**config.mk**
```make
export PLATFORM = sky130hd
export DESIGN_NAME = sorted_table_interpolation_search_core
export DESIGN_NICKNAME = d
export VERILOG_FILES = /design/src/design/stis_pkg.sv /design/src/design/stis_ctrl.sv /design/src/design/stis_dp.sv /design/src/design/sorted_table_interpolation_search_core.sv
export SDC_FILE = /design/constraint.sdc
export NUM_CORES = 2
export LEC_CHECK = 0
export BUFFER_PORTS_ARGS = -buffer_cell sky130_fd_sc_hd__buf_2
export CORE_MARGIN = 1
export CORE_UTILIZATION = 40
export CTS_BUF_LIST = sky130_fd_sc_hd__clkbuf_2
export DETAILED_ROUTE_END_ITERATION = 10
export PLACE_DENSITY_LB_ADDON = 0.05
export SLEW_MARGIN = 20
export SYNTH_ARGS = -nofsm -noshare
export SYNTH_HDL_FRONTEND = slang
export SYNTH_HIERARCHICAL = 1
export SYNTH_SLANG_ARGS = --single-unit
```
**constraint.sdc**
```tcl
create_clock -name clock -period 8.3 [get_ports clock]
set_input_delay 1.66 -clock clock [delete_from_list [all_inputs] [get_ports clock]]
set_output_delay 1.66 -clock clock [all_outputs]
set_load 0.1 [all_outputs]
```
**src/design/stis_pkg.sv**
```systemverilog
// ----------------------------------------------------------------------------
// Sorted table interpolation search package
// Shared request/response types, op and status codes, controller states.
// ----------------------------------------------------------------------------
package stis_pkg;

   localparam int unsigned ValueWidth    = 32;
   localparam int unsigned PositionWidth = 6;

   typedef enum logic [1:0] {
      OP_CLEAR  = 2'd0,
      OP_APPEND = 2'd1,
      OP_SEARCH = 2'd2,
      OP_NONE   = 2'd3
   } op_type;

   typedef enum logic [1:0] {
      ST_OK   = 2'd0,
      ST_MISS = 2'd1,
      ST_FULL = 2'd2,
      ST_RSVD = 2'd3
   } status_type;

   typedef struct packed {
      op_type                   op;
      logic signed [31:0]       value;
   } req_type;

   typedef struct packed {
      status_type               status;
      logic [5:0]               position;
   } rsp_type;

   // controller states
   typedef enum logic [3:0] {
      S_IDLE,
      S_INS_RD,     // read entry pos-1
      S_INS_CMP,    // compare / shift one entry up
      S_INS_WR,     // write value at pos
      S_SR_RDLO,    // read v[lo]
      S_SR_RDHI,    // read v[hi]
      S_SR_CHK,     // range test, start divide
      S_SR_DIV,     // serial divide
      S_SR_RDMID,   // read v[mid]
      S_SR_CMP,     // compare probe
      S_RESP        // hold response
   } state_type;

   // datapath commands
   typedef struct packed {
      logic load_req;     // capture request, init pointers
      logic clear;        // empty table
      logic rd_prev;      // read address pos-1
      logic shift_up;     // write rd data at pos, pos--
      logic wr_val;       // write value at pos, count++
      logic rd_lo;
      logic rd_hi;
      logic rd_mid;
      logic div_start;
      logic div_step;
      logic go_lo;        // lo = mid+1
      logic go_hi;        // hi = mid-1
      logic set_found;
      logic set_full;
      logic rsp_load;
   } cmd_type;

   // datapath status
   typedef struct packed {
      logic full;
      logic pos_zero;     // insert pointer at 0
      logic prev_gt;      // read data > value
      logic in_range;     // lo<=hi and key within ends
      logic div_done;
      logic mid_eq;
      logic mid_lt;
      logic rsp_taken;
   } sts_type;

endpackage

```
**src/design/stis_ctrl.sv**
```systemverilog
// ----------------------------------------------------------------------------
// Sorted table interpolation search controller
// Sequences insert shifts and search probes through the datapath.
// ----------------------------------------------------------------------------
module stis_ctrl (
   input  logic             clock,
   input  logic             reset,
   input  logic             req_valid,
   input  stis_pkg::op_type req_op,
   input  stis_pkg::sts_type sts,
   output logic             req_stall,
   output logic             rsp_valid,
   output stis_pkg::cmd_type cmd
);
   import stis_pkg::*;

   state_type state_ff, state_in;

   // next state
   always_comb begin
      state_in = state_ff;
      unique case (state_ff)
         S_IDLE: begin
            if (req_valid) begin
               case (req_op)
                  OP_APPEND: state_in = sts.full ? S_RESP : S_INS_RD;
                  OP_SEARCH: state_in = S_SR_RDLO;
                  default:   state_in = S_RESP;
               endcase
            end
         end
         S_INS_RD:   state_in = sts.pos_zero ? S_INS_WR : S_INS_CMP;
         S_INS_CMP:  state_in = sts.prev_gt ? S_INS_RD : S_INS_WR;
         S_INS_WR:   state_in = S_RESP;
         S_SR_RDLO:  state_in = S_SR_RDHI;
         S_SR_RDHI:  state_in = S_SR_CHK;
         S_SR_CHK:   state_in = sts.in_range ? S_SR_DIV : S_RESP;
         S_SR_DIV:   state_in = sts.div_done ? S_SR_RDMID : S_SR_DIV;
         S_SR_RDMID: state_in = S_SR_CMP;
         S_SR_CMP:   state_in = sts.mid_eq ? S_RESP : S_SR_RDLO;
         S_RESP:     state_in = sts.rsp_taken ? S_IDLE : S_RESP;
         default:    state_in = S_IDLE;
      endcase
   end

   // outputs
   always_comb begin
      cmd       = '0;
      req_stall = (state_ff != S_IDLE);
      rsp_valid = (state_ff == S_RESP);
      unique case (state_ff)
         S_IDLE: begin
            if (req_valid) begin
               cmd.load_req = 1'b1;
               case (req_op)
                  OP_CLEAR:  begin cmd.clear = 1'b1; cmd.rsp_load = 1'b1; end
                  OP_APPEND: begin
                     if (sts.full) begin
                        cmd.set_full = 1'b1;
                        cmd.rsp_load = 1'b1;
                     end
                  end
                  OP_SEARCH: ;
                  default:   cmd.rsp_load = 1'b1;
               endcase
            end
         end
         S_INS_RD:   if (!sts.pos_zero) cmd.rd_prev = 1'b1;
         S_INS_CMP:  if (sts.prev_gt) cmd.shift_up = 1'b1;
         S_INS_WR:   begin cmd.wr_val = 1'b1; cmd.rsp_load = 1'b1; end
         S_SR_RDLO:  cmd.rd_lo = 1'b1;
         S_SR_RDHI:  cmd.rd_hi = 1'b1;
         S_SR_CHK:   begin
            if (sts.in_range) cmd.div_start = 1'b1;
            else cmd.rsp_load = 1'b1;
         end
         S_SR_DIV:   cmd.div_step = 1'b1;
         S_SR_RDMID: cmd.rd_mid = 1'b1;
         S_SR_CMP:   begin
            if (sts.mid_eq) begin
               cmd.set_found = 1'b1;
               cmd.rsp_load  = 1'b1;
            end else if (sts.mid_lt) cmd.go_lo = 1'b1;
            else cmd.go_hi = 1'b1;
         end
         S_RESP:     ;
         default:    ;
      endcase
   end

   always_ff @(posedge clock) begin
      if (reset) state_ff <= S_IDLE;
      else       state_ff <= state_in;
   end

endmodule

```
**src/design/stis_dp.sv**
```systemverilog
// ----------------------------------------------------------------------------
// Sorted table interpolation search datapath
// Table memory, count, pointers, serial divider and response register.
// ----------------------------------------------------------------------------
module stis_dp #(
   parameter int unsigned DEPTH = 64
) (
   input  logic              clock,
   input  logic              reset,
   input  stis_pkg::req_type req_data,
   input  stis_pkg::cmd_type cmd,
   input  logic              rsp_stall,
   input  logic              rsp_valid,
   output stis_pkg::sts_type sts,
   output stis_pkg::rsp_type rsp_data
);
   import stis_pkg::*;

   localparam int unsigned AW = (DEPTH > 1) ? $clog2(DEPTH) : 1;
   localparam int unsigned CW = $clog2(DEPTH + 1);
   // quotient bits: (hi-lo)*(key-vlo)/span < DEPTH
   localparam int unsigned NW = AW + 33;   // numerator width
   localparam int unsigned QW = AW;
   localparam int unsigned NSTEPS = NW;
   localparam int unsigned SW = $clog2(NSTEPS + 1);

   logic signed [31:0] mem [DEPTH];
   logic signed [31:0] rd_ff;
   logic signed [31:0] key_ff;
   logic signed [31:0] vlo_ff;
   logic [CW-1:0] count_ff;
   logic [CW-1:0] pos_ff;                  // insert pointer
   logic signed [AW+1:0] lo_ff, hi_ff;     // signed so hi can drop below lo
   logic [AW-1:0] mid_ff;
   rsp_type rsp_ff;

   // divider state
   logic [NW-1:0] num_ff;
   logic [32:0]   den_ff;
   logic [32:0]   rem_ff;
   logic [SW-1:0] step_ff;
   logic [AW-1:0] base_ff;

   // memory read address
   logic [AW-1:0] rd_addr;
   always_comb begin
      rd_addr = lo_ff[AW-1:0];
      if (cmd.rd_prev)     rd_addr = AW'(pos_ff - CW'(1));
      else if (cmd.rd_hi)  rd_addr = hi_ff[AW-1:0];
      else if (cmd.rd_mid) rd_addr = mid_ff;
   end

   // memory: one write, one registered read
   always_ff @(posedge clock) begin
      if (cmd.shift_up) mem[pos_ff[AW-1:0]] <= rd_ff;
      else if (cmd.wr_val) mem[pos_ff[AW-1:0]] <= key_ff;
      rd_ff <= mem[rd_addr];
   end

   // low end value latches in the cycle after its read
   logic rd_lo_d_ff;
   always_ff @(posedge clock) begin
      if (reset) begin
         rd_lo_d_ff <= 1'b0;
      end else begin
         rd_lo_d_ff <= cmd.rd_lo;
      end
   end
   always_ff @(posedge clock) begin
      if (rd_lo_d_ff) vlo_ff <= rd_ff;
   end

   // count and pointers
   always_ff @(posedge clock) begin
      if (reset) count_ff <= '0;
      else if (cmd.clear) count_ff <= '0;
      else if (cmd.wr_val) count_ff <= count_ff + CW'(1);
   end

   always_ff @(posedge clock) begin
      if (cmd.load_req) begin
         key_ff <= req_data.value;
         pos_ff <= count_ff;
         lo_ff  <= '0;
         hi_ff  <= (AW+2)'(count_ff) - (AW+2)'(1);
      end else begin
         if (cmd.shift_up) pos_ff <= pos_ff - CW'(1);
         if (cmd.go_lo) lo_ff <= (AW+2)'(mid_ff) + (AW+2)'(1);
         if (cmd.go_hi) hi_ff <= (AW+2)'(mid_ff) - (AW+2)'(1);
      end
   end

   // range test: the high end value is still on the read port here
   logic signed [32:0] span_s;
   logic [AW:0]        width_u;
   logic [32:0]        kdiff;
   assign span_s  = 33'(rd_ff) - 33'(vlo_ff);
   assign width_u = (AW+1)'(hi_ff - lo_ff);
   assign kdiff   = 33'(key_ff) - 33'(vlo_ff);

   // numerator product: width (<= AW bits) times kdiff (33 bits)
   logic [NW-1:0] prod;
   assign prod = NW'(width_u[AW-1:0]) * NW'(kdiff);

   // restoring divider, one quotient bit per cycle
   logic [33:0] rem_sh;
   logic [33:0] rem_sub;
   assign rem_sh  = {rem_ff, num_ff[NW-1]};
   assign rem_sub = rem_sh - {1'b0, den_ff};

   always_ff @(posedge clock) begin
      if (cmd.div_start) begin
         base_ff <= lo_ff[AW-1:0];
         den_ff  <= span_s;
         rem_ff  <= '0;
         num_ff  <= (span_s == '0) ? '0 : prod;
         step_ff <= (span_s == '0) ? SW'(NSTEPS) : '0;
      end else if (cmd.div_step) begin
         if (step_ff != SW'(NSTEPS)) begin
            step_ff <= step_ff + SW'(1);
            if (!rem_sub[33]) begin
               rem_ff <= rem_sub[32:0];
               num_ff <= {num_ff[NW-2:0], 1'b1};
            end else begin
               rem_ff <= rem_sh[32:0];
               num_ff <= {num_ff[NW-2:0], 1'b0};
            end
         end else begin
            mid_ff <= base_ff + num_ff[QW-1:0];
         end
      end
   end

   // response register
   always_ff @(posedge clock) begin
      if (cmd.load_req) begin
         rsp_ff.status   <= ST_MISS;
         rsp_ff.position <= '0;
      end
      if (cmd.rsp_load) begin
         if (cmd.set_found) begin
            rsp_ff.status   <= ST_OK;
            rsp_ff.position <= 6'(mid_ff);
         end else if (cmd.set_full) begin
            rsp_ff.status   <= ST_FULL;
            rsp_ff.position <= '0;
         end else if (cmd.wr_val || cmd.load_req) begin
            rsp_ff.status   <= ST_OK;
            rsp_ff.position <= '0;
         end
      end
   end

   // status to controller
   always_comb begin
      sts.full      = (count_ff >= CW'(DEPTH));
      sts.pos_zero  = (pos_ff == '0);
      sts.prev_gt   = (rd_ff > key_ff);
      sts.in_range  = (lo_ff <= hi_ff) && (key_ff >= vlo_ff) && (key_ff <= rd_ff);
      sts.div_done  = cmd.div_step && (step_ff == SW'(NSTEPS));
      sts.mid_eq    = (rd_ff == key_ff);
      sts.mid_lt    = (rd_ff < key_ff);
      sts.rsp_taken = rsp_valid && !rsp_stall;
   end

   assign rsp_data = rsp_ff;

endmodule

```
**src/design/sorted_table_interpolation_search_core.sv**
```systemverilog
// Clear empties the table. Append shifts each entry greater than the value up one place, then
// writes the value below them; an append on a full table returns a full status. Search reads
// both ends and runs one probe after another, each through the serial divider (one quotient
// bit a cycle over a (log2 DEPTH + 33)-bit numerator), ending on a hit or when out of range.
// One request at a time; the next is taken after the response is accepted.
// Reset (synchronous, high) empties the table; table contents are undefined.
// ----------------------------------------------------------------------------
// Sorted table interpolation search core
// Sorted signed table with append, clear and interpolation search.
// ----------------------------------------------------------------------------
module sorted_table_interpolation_search_core #(
   parameter int unsigned DEPTH = 64
) (
   input  logic              clock,
   input  logic              reset,
   input  logic              req_valid,
   output logic              req_stall,
   input  stis_pkg::req_type req_data,
   output logic              rsp_valid,
   input  logic              rsp_stall,
   output stis_pkg::rsp_type rsp_data
);
   import stis_pkg::*;

   cmd_type cmd;
   sts_type sts;

   stis_ctrl u_ctrl (
      .clock     (clock),
      .reset     (reset),
      .req_valid (req_valid),
      .req_op    (req_data.op),
      .sts       (sts),
      .req_stall (req_stall),
      .rsp_valid (rsp_valid),
      .cmd       (cmd)
   );

   stis_dp #(.DEPTH(DEPTH)) u_dp (
      .clock     (clock),
      .reset     (reset),
      .req_data  (req_data),
      .cmd       (cmd),
      .rsp_stall (rsp_stall),
      .rsp_valid (rsp_valid),
      .sts       (sts),
      .rsp_data  (rsp_data)
   );

endmodule

```
# Yosys cells after proc, flatten, opt, wreduce, memory -nomap -nowiden
# Memories as Yosys holds them, arrays and structs flattened. A register that Yosys moved wholly into a read port is not among the register bits.
# Index checks and enable logic that the tools add are counted.
[op_classes] add_sub_neg=11 multipliers=1 order_cmp=6 eq_ne=16 muxes=64 bitwise=3 reduce_logical=19
[op_table] cell="39-bit two-way mux" count=4
[op_table] cell="32-bit by 32-bit subtractor with 33-bit output" count=2
[op_table] cell="8-bit two-way mux" count=7
[op_table] cell="4-bit one-hot mux with 11 select lines" count=1
[op_table] cell="6-bit two-way mux" count=7
[op_table] cell="6-bit by 33-bit multiplier with 39-bit output" count=1
[op_table] cell="34-bit by 33-bit subtractor with 34-bit output" count=1
[op_table] cell="33-bit zero test" count=1
[op_table] cell="33-bit two-way mux" count=1
[op_table] cell="32-bit == test" count=1
[op_table] cell="32-bit greater-or-equal comparator" count=1
[op_table] cell="32-bit greater-than comparator" count=1
[op_table] cell="32-bit less-or-equal comparator" count=1
[op_table] cell="32-bit < comparator" count=1
[op_table] cell="32-bit two-way mux" count=1
[op_table] cell="1-bit two-way mux" count=25
[op_table] cell="4-bit two-way mux" count=6
[op_table] cell="4-bit by 3-bit == test with 1-bit output, second input constant" count=4
[op_table] cell="7-bit two-way mux" count=2
[op_table] cell="4-bit == test, second input constant" count=3
[op_table] cell="2-bit two-way mux" count=6
[op_table] cell="4-bit by 2-bit == test with 1-bit output, second input constant" count=2
[op_table] cell="8-bit less-or-equal comparator" count=1
[op_table] cell="4-bit one-hot mux with 2 select lines" count=1
[op_table] cell="31 further kinds" count=39
[totals] register_bits=229 mem_bits_rw=2048 inputBits=38 output_inout_bits=10 word_cells=137 mem_count=1
[memory_table] name="u_dp.mem" words=64 word_bits=32 rd=1 rd_clocked_by_memory_dff=1 wr=1 line_no="stis_dp.sv:27" text="logic signed [31:0] mem [DEPTH];"

# Depth between registers and ports, before layout
[depth] ltp_word=9 ltp_mapped=30 mapped_depth_nobuf=29

# Hierarchy
# The synthesis kept the hierarchy.
[by_module_without_submodules] module="stis_dp" instances=1 cells_each=6237 area_per_inst_um2=101133.2 seq_area_each_um2=68335.5
[by_module_without_submodules] module="stis_ctrl" instances=1 cells_each=77 area_per_inst_um2=541.8 seq_area_each_um2=80.1

# Worst setup path before layout
# Ideal clock, no wire load.
[synth_timing] path_type="register to register" start="register u_dp.vlo_ff[0]" end="register u_dp.num_ff[32] (data pin)" setup_ns=0.266 arrival_time_ns=6.951 required_time_ns=8.034 slack_ns=1.083 stages_incl_launch_ff=30 n_path_buf=1 period_less_slack_ns=7.217 cell_sequence="edfxtp_1 > ha_1 > fa_1 > nor2b_1 > o21ai_0 > a21boi_0 > o21ai_0 > a211oi_1 > o21ai_0 > nand2b_1 > and2_1 > clkbuf_1 > nand4_1 > o311ai_0 > fa_1 > fa_1 > inv_1 > fa_1 > inv_1 > ha_1 > a211oi_1 > nor2_1 > o41ai_1 > nand2b_1 > o311ai_0 > nand2_1 > o31ai_1 > mux2_2 > a2111oi_0 > nor2_1"
[synth_via] elab_chain_len=6 word_cells_on_any_way=11 cone_classes="add/sub (2); mul (1); order compare (1); mux (4); reduce/logical (3)"
[synth_lines] item="from (decl)" line_no="stis_dp.sv:30" text="logic signed [31:0] vlo_ff;"
[synth_lines] item="from (signal assigned)" line_no="stis_dp.sv:70" text="if (rd_lo_d_ff) vlo_ff <= rd_ff;"
[synth_lines] item="branches (longest 5 deep; another with 6-bit by 33-bit multiplier with 39-bit output)"
[synth_lines] item="39-bit two-way mux *" line_no="stis_dp.sv:112" text="if (cmd.div_start) begin"
[synth_lines] item="to (signal assigned)" line_no="stis_dp.sv:116" text="num_ff <= (span_s == '0) ? '0 : prod;"
[synth_lines] item="to (signal assigned)" line_no="stis_dp.sv:123" text="num_ff <= {num_ff[NW-2:0], 1'b1};"
[synth_lines] item="to (signal assigned)" line_no="stis_dp.sv:126" text="num_ff <= {num_ff[NW-2:0], 1'b0};"
[synth_lines] item="to (decl)" line_no="stis_dp.sv:38" text="logic [NW-1:0] num_ff;"
# Every way passes the cells marked *.
# A chain may end at the register's enable or synchronous reset.

# Final worst setup path
[layout_timing] start="register u_dp.key_ff[0]" end="register u_dp.num_ff[32] (data pin)"
[layout_via] elab_chain_len=6 word_cells_on_any_way=10 cone_classes="add/sub (1); mul (1); order compare (2); mux (4); reduce/logical (2)"
[layout_lines] item="from (decl)" line_no="stis_dp.sv:29" text="logic signed [31:0] key_ff;"
[layout_lines] item="from (signal assigned)" line_no="stis_dp.sv:82" text="key_ff <= req_data.value;"
[layout_lines] item="branches (longest 5 deep; another with 6-bit by 33-bit multiplier with 39-bit output)"
[layout_lines] item="39-bit two-way mux *" line_no="stis_dp.sv:112"
# Marks and branches as above.

==> results.txt <==
M1 wire length: 138 mm
max cap viols: 0
residual antenna-violating net count after detailed routing: 0
WHS Endpoint: u_dp/key_ff[27]$_DFFE_PP_
H-tree depth: 6
fin. max-slew vios: 0
sequential area share after synthesis: 67.3%
met2 wire length: 142 mm
die height: 506 microns
Post-DP HPWL: 183 mm
drt pass-1 iters: 5
vias: 59400
crit-path max FO: 12
Final nets: 7235
grt ovf: 0
most common cell after layout, fill and taps aside: edfxtp_1
worst-margin pin slew: 1.13 ns
Hold Path Class: input pin to flip-flop
Post-synth EDFFs: 2217
Ys Warns: 6
number of global-route vias before repair: 61100
most frequent cells in the layout: edfxtp_1, clkbuf_2, nand2_1
outcome: finished clean
Async S/R FF share, synth: 0%
worst skew pair latency: 1.76 ns
Top Metal Used: met5
largest net degree at the start of global routing: 112
Num CTS Buffers: 624
crit end category: flip-flop
slowest stage delay, CP: 0.50 ns
r2r endpoint: u_dp/num_ff[32]$_DFFE_PP_
initial antenna violation count: 23
Clock transition at path regs: 0.09 ns
dominant synthesized flop cell: edfxtp_1
met3 WL: 16.1 mm
Reg2Reg Depth: 28
Hold Vio Cnt, Final: 0
post-synthesis instance total: 6314
Hold Startpoint: req_data[27]
final worst path period share: 93.4%
Core ar.: 252000 sq um
syn_nets: 6687
Layout fillers: 22600
WL final: 304 mm
GRT Total Usage: 23.6%
Post-Place Worst Slack: 0.265 ns
CTS tree: yes
Vias/cell: 5.57
DRC: 0
I/O Buffers: 47
share of cells above drive strength 1: 26.0%
Die W: 506 microns
Fin Setup TNS: 0 ns
clk_skew: 0.205 ns
startpoint types: flip-flop
worst reg2reg setup slack: 0.55 ns
PnR worst setup slack: 0.550 ns
post-synthesis register bit count: 2309
fin cells: 10700
clock root buffer: clkbuf_2
Iter 0 DRT Violations: 4919
Fmax: 129 MHz
footprint of the multi-input gates: 31800 sq um
Slowest-stage cell, CP: fa_1
CP required: 9.64 ns
Initial Utilization: 40.3%
hold depth: 1
syn avg cell area: 16.1 sq um
die area: 256000 sq um
Slew Limit Headroom: 24.6%
first-pass GRT wire length: 436 mm
Worst path top cell family by delay: compound AO/OA/AOI/OAI gates
clock sink total: 2309
WL/cell: 28.5 microns
crit path time final: 7.75 ns
RSZ-0062 raised after global routing: false
CP arrival: 9.09 ns
crit path buf inv count: 3
reg2reg start: u_dp/key_ff[0]$_DFFE_PP_
Reg area: 68400 sq um
Finish-stage setup viols: 0
clk buf depth: 4
P&R area growth vs syn: 11.5%
CP Class: flip-flop to flip-flop
placed cell count: 9575
Site Rows: 184
Netlist Area Pre-Place: 102000 sq um
Yosys cell types: 88
I/O pins: 48
Hold WS: 0.259 ns
most frequent CP cell: fa_1
GP Congestion: 0.852
-- state kept, by name (all words and copies together) (netlist names) --
| name | count |
|---|---|
| u_dp/mem | 2048 |
| u_dp/num_ff | 39 |
| u_dp/den_ff | 33 |
| u_dp/rem_ff | 33 |
| u_dp/key_ff | 32 |
| u_dp/rd_ff | 32 |
| u_dp/vlo_ff | 32 |
| u_dp/hi_ff | 8 |
| u_dp/rsp_data | 8 |
| u_dp/count_ff | 7 |
| u_dp/lo_ff | 7 |
| u_dp/pos_ff | 7 |
| u_dp/base_ff | 6 |
| u_dp/mid_ff | 6 |
| u_dp/step_ff | 6 |
| u_ctrl/state_ff | 4 |
| u_dp/rd_lo_d_ff | 1 |
-- per-stage QoR --
step | utilization [%] | area (sq um)
2_1_floorplan | - | 102000
3_3_place_gp | 42.6 | 107000
3_5_place_dp | 42.7 | 108000
4_1_cts | 44.9 | 113000
5_1_grt | 45.0 | 113000
6_report | 45.0 | 113000
-- how the worst max path moves through the flow --
stage	cells after the start	startpoint	endpoint	slack, ns
3_5_place_dp	29	u_dp/key_ff[0]$_DFFE_PP_	u_dp/num_ff[32]$_DFFE_PP_	0.26
5_1_grt	28	u_dp/key_ff[0]$_DFFE_PP_	u_dp/num_ff[32]$_DFFE_PP_	0.05
2_1_floorplan	29	u_dp/vlo_ff[0]$_DFFE_PP_	u_dp/num_ff[32]$_DFFE_PP_	1.08
4_1_cts	29	u_dp/key_ff[0]$_DFFE_PP_	u_dp/num_ff[32]$_DFFE_PP_	0.28
3_3_place_gp	28	u_dp/key_ff[0]$_DFFE_PP_	u_dp/num_ff[32]$_DFFE_PP_	0.33
6_report	28	u_dp/key_ff[0]$_DFFE_PP_	u_dp/num_ff[32]$_DFFE_PP_	0.55
-- cells by family (layout without fill, tap and decap cells) --
group	count (synthesis)	in the layout	synth area share (%)
DFF	2309	2309	67.3
and+or+nand+nor	1438	1438	6.38
AOI/OAI and AO/OA	853	853	5.46
buffers and inverters	645	1628	2.43
muxes	588	588	12.1
adders and majority gates	335	335	5.08
xor gates and xnor gates	146	146	1.26
other	0	10	0
-- timing repair --
item / in CTS / in global routing
setup buffers: 0 / 0
setup endpoints to repair: 0 / 1
gates resized for setup: 0 / 3
endpoints found under the hold margin: 5 / 0
hold buffers: 5 / 0
-- cells in the mapped netlist (79+ instances only) --
cell	n	area, sq um
a211oi_1	98	736
xnor2_1	89	780
a31oi_1	82	513
inv_1	320	1200
nand2_1	605	2270
fa_1	130	2600
o21ai_0	202	1010
clkbuf_1	238	893
dfxtp_1	92	1840
nand3_1	111	556
edfxtp_1	2217	66600
nor2_1	378	1420
ha_1	205	2560
a21oi_1	168	841
and2_1	79	494
mux4_2	512	11500
-- layer usage --
metal / track usage, % / up-vias
met5: 0 / -
met4: 7.09 / 2
met3: 3.59 / 401
met2: 37.4 / 1812
met1: 33.7 / 31300
li1: - / 25900
-- area by class of cell --
class                   instances  area share (%)
inverters                     323            1.07
flip-flops and latches       2309            60.3
well taps                    3348            3.69
multi-input cells            3360            28.1
diodes                         10          0.0221
repair buffers                244            1.86
clock buffers                 919            4.06
clock inverters               142           0.894
Power is not shown: default switching activity piles up to over one toggle a cycle in this logic, so the estimate is an artifact.
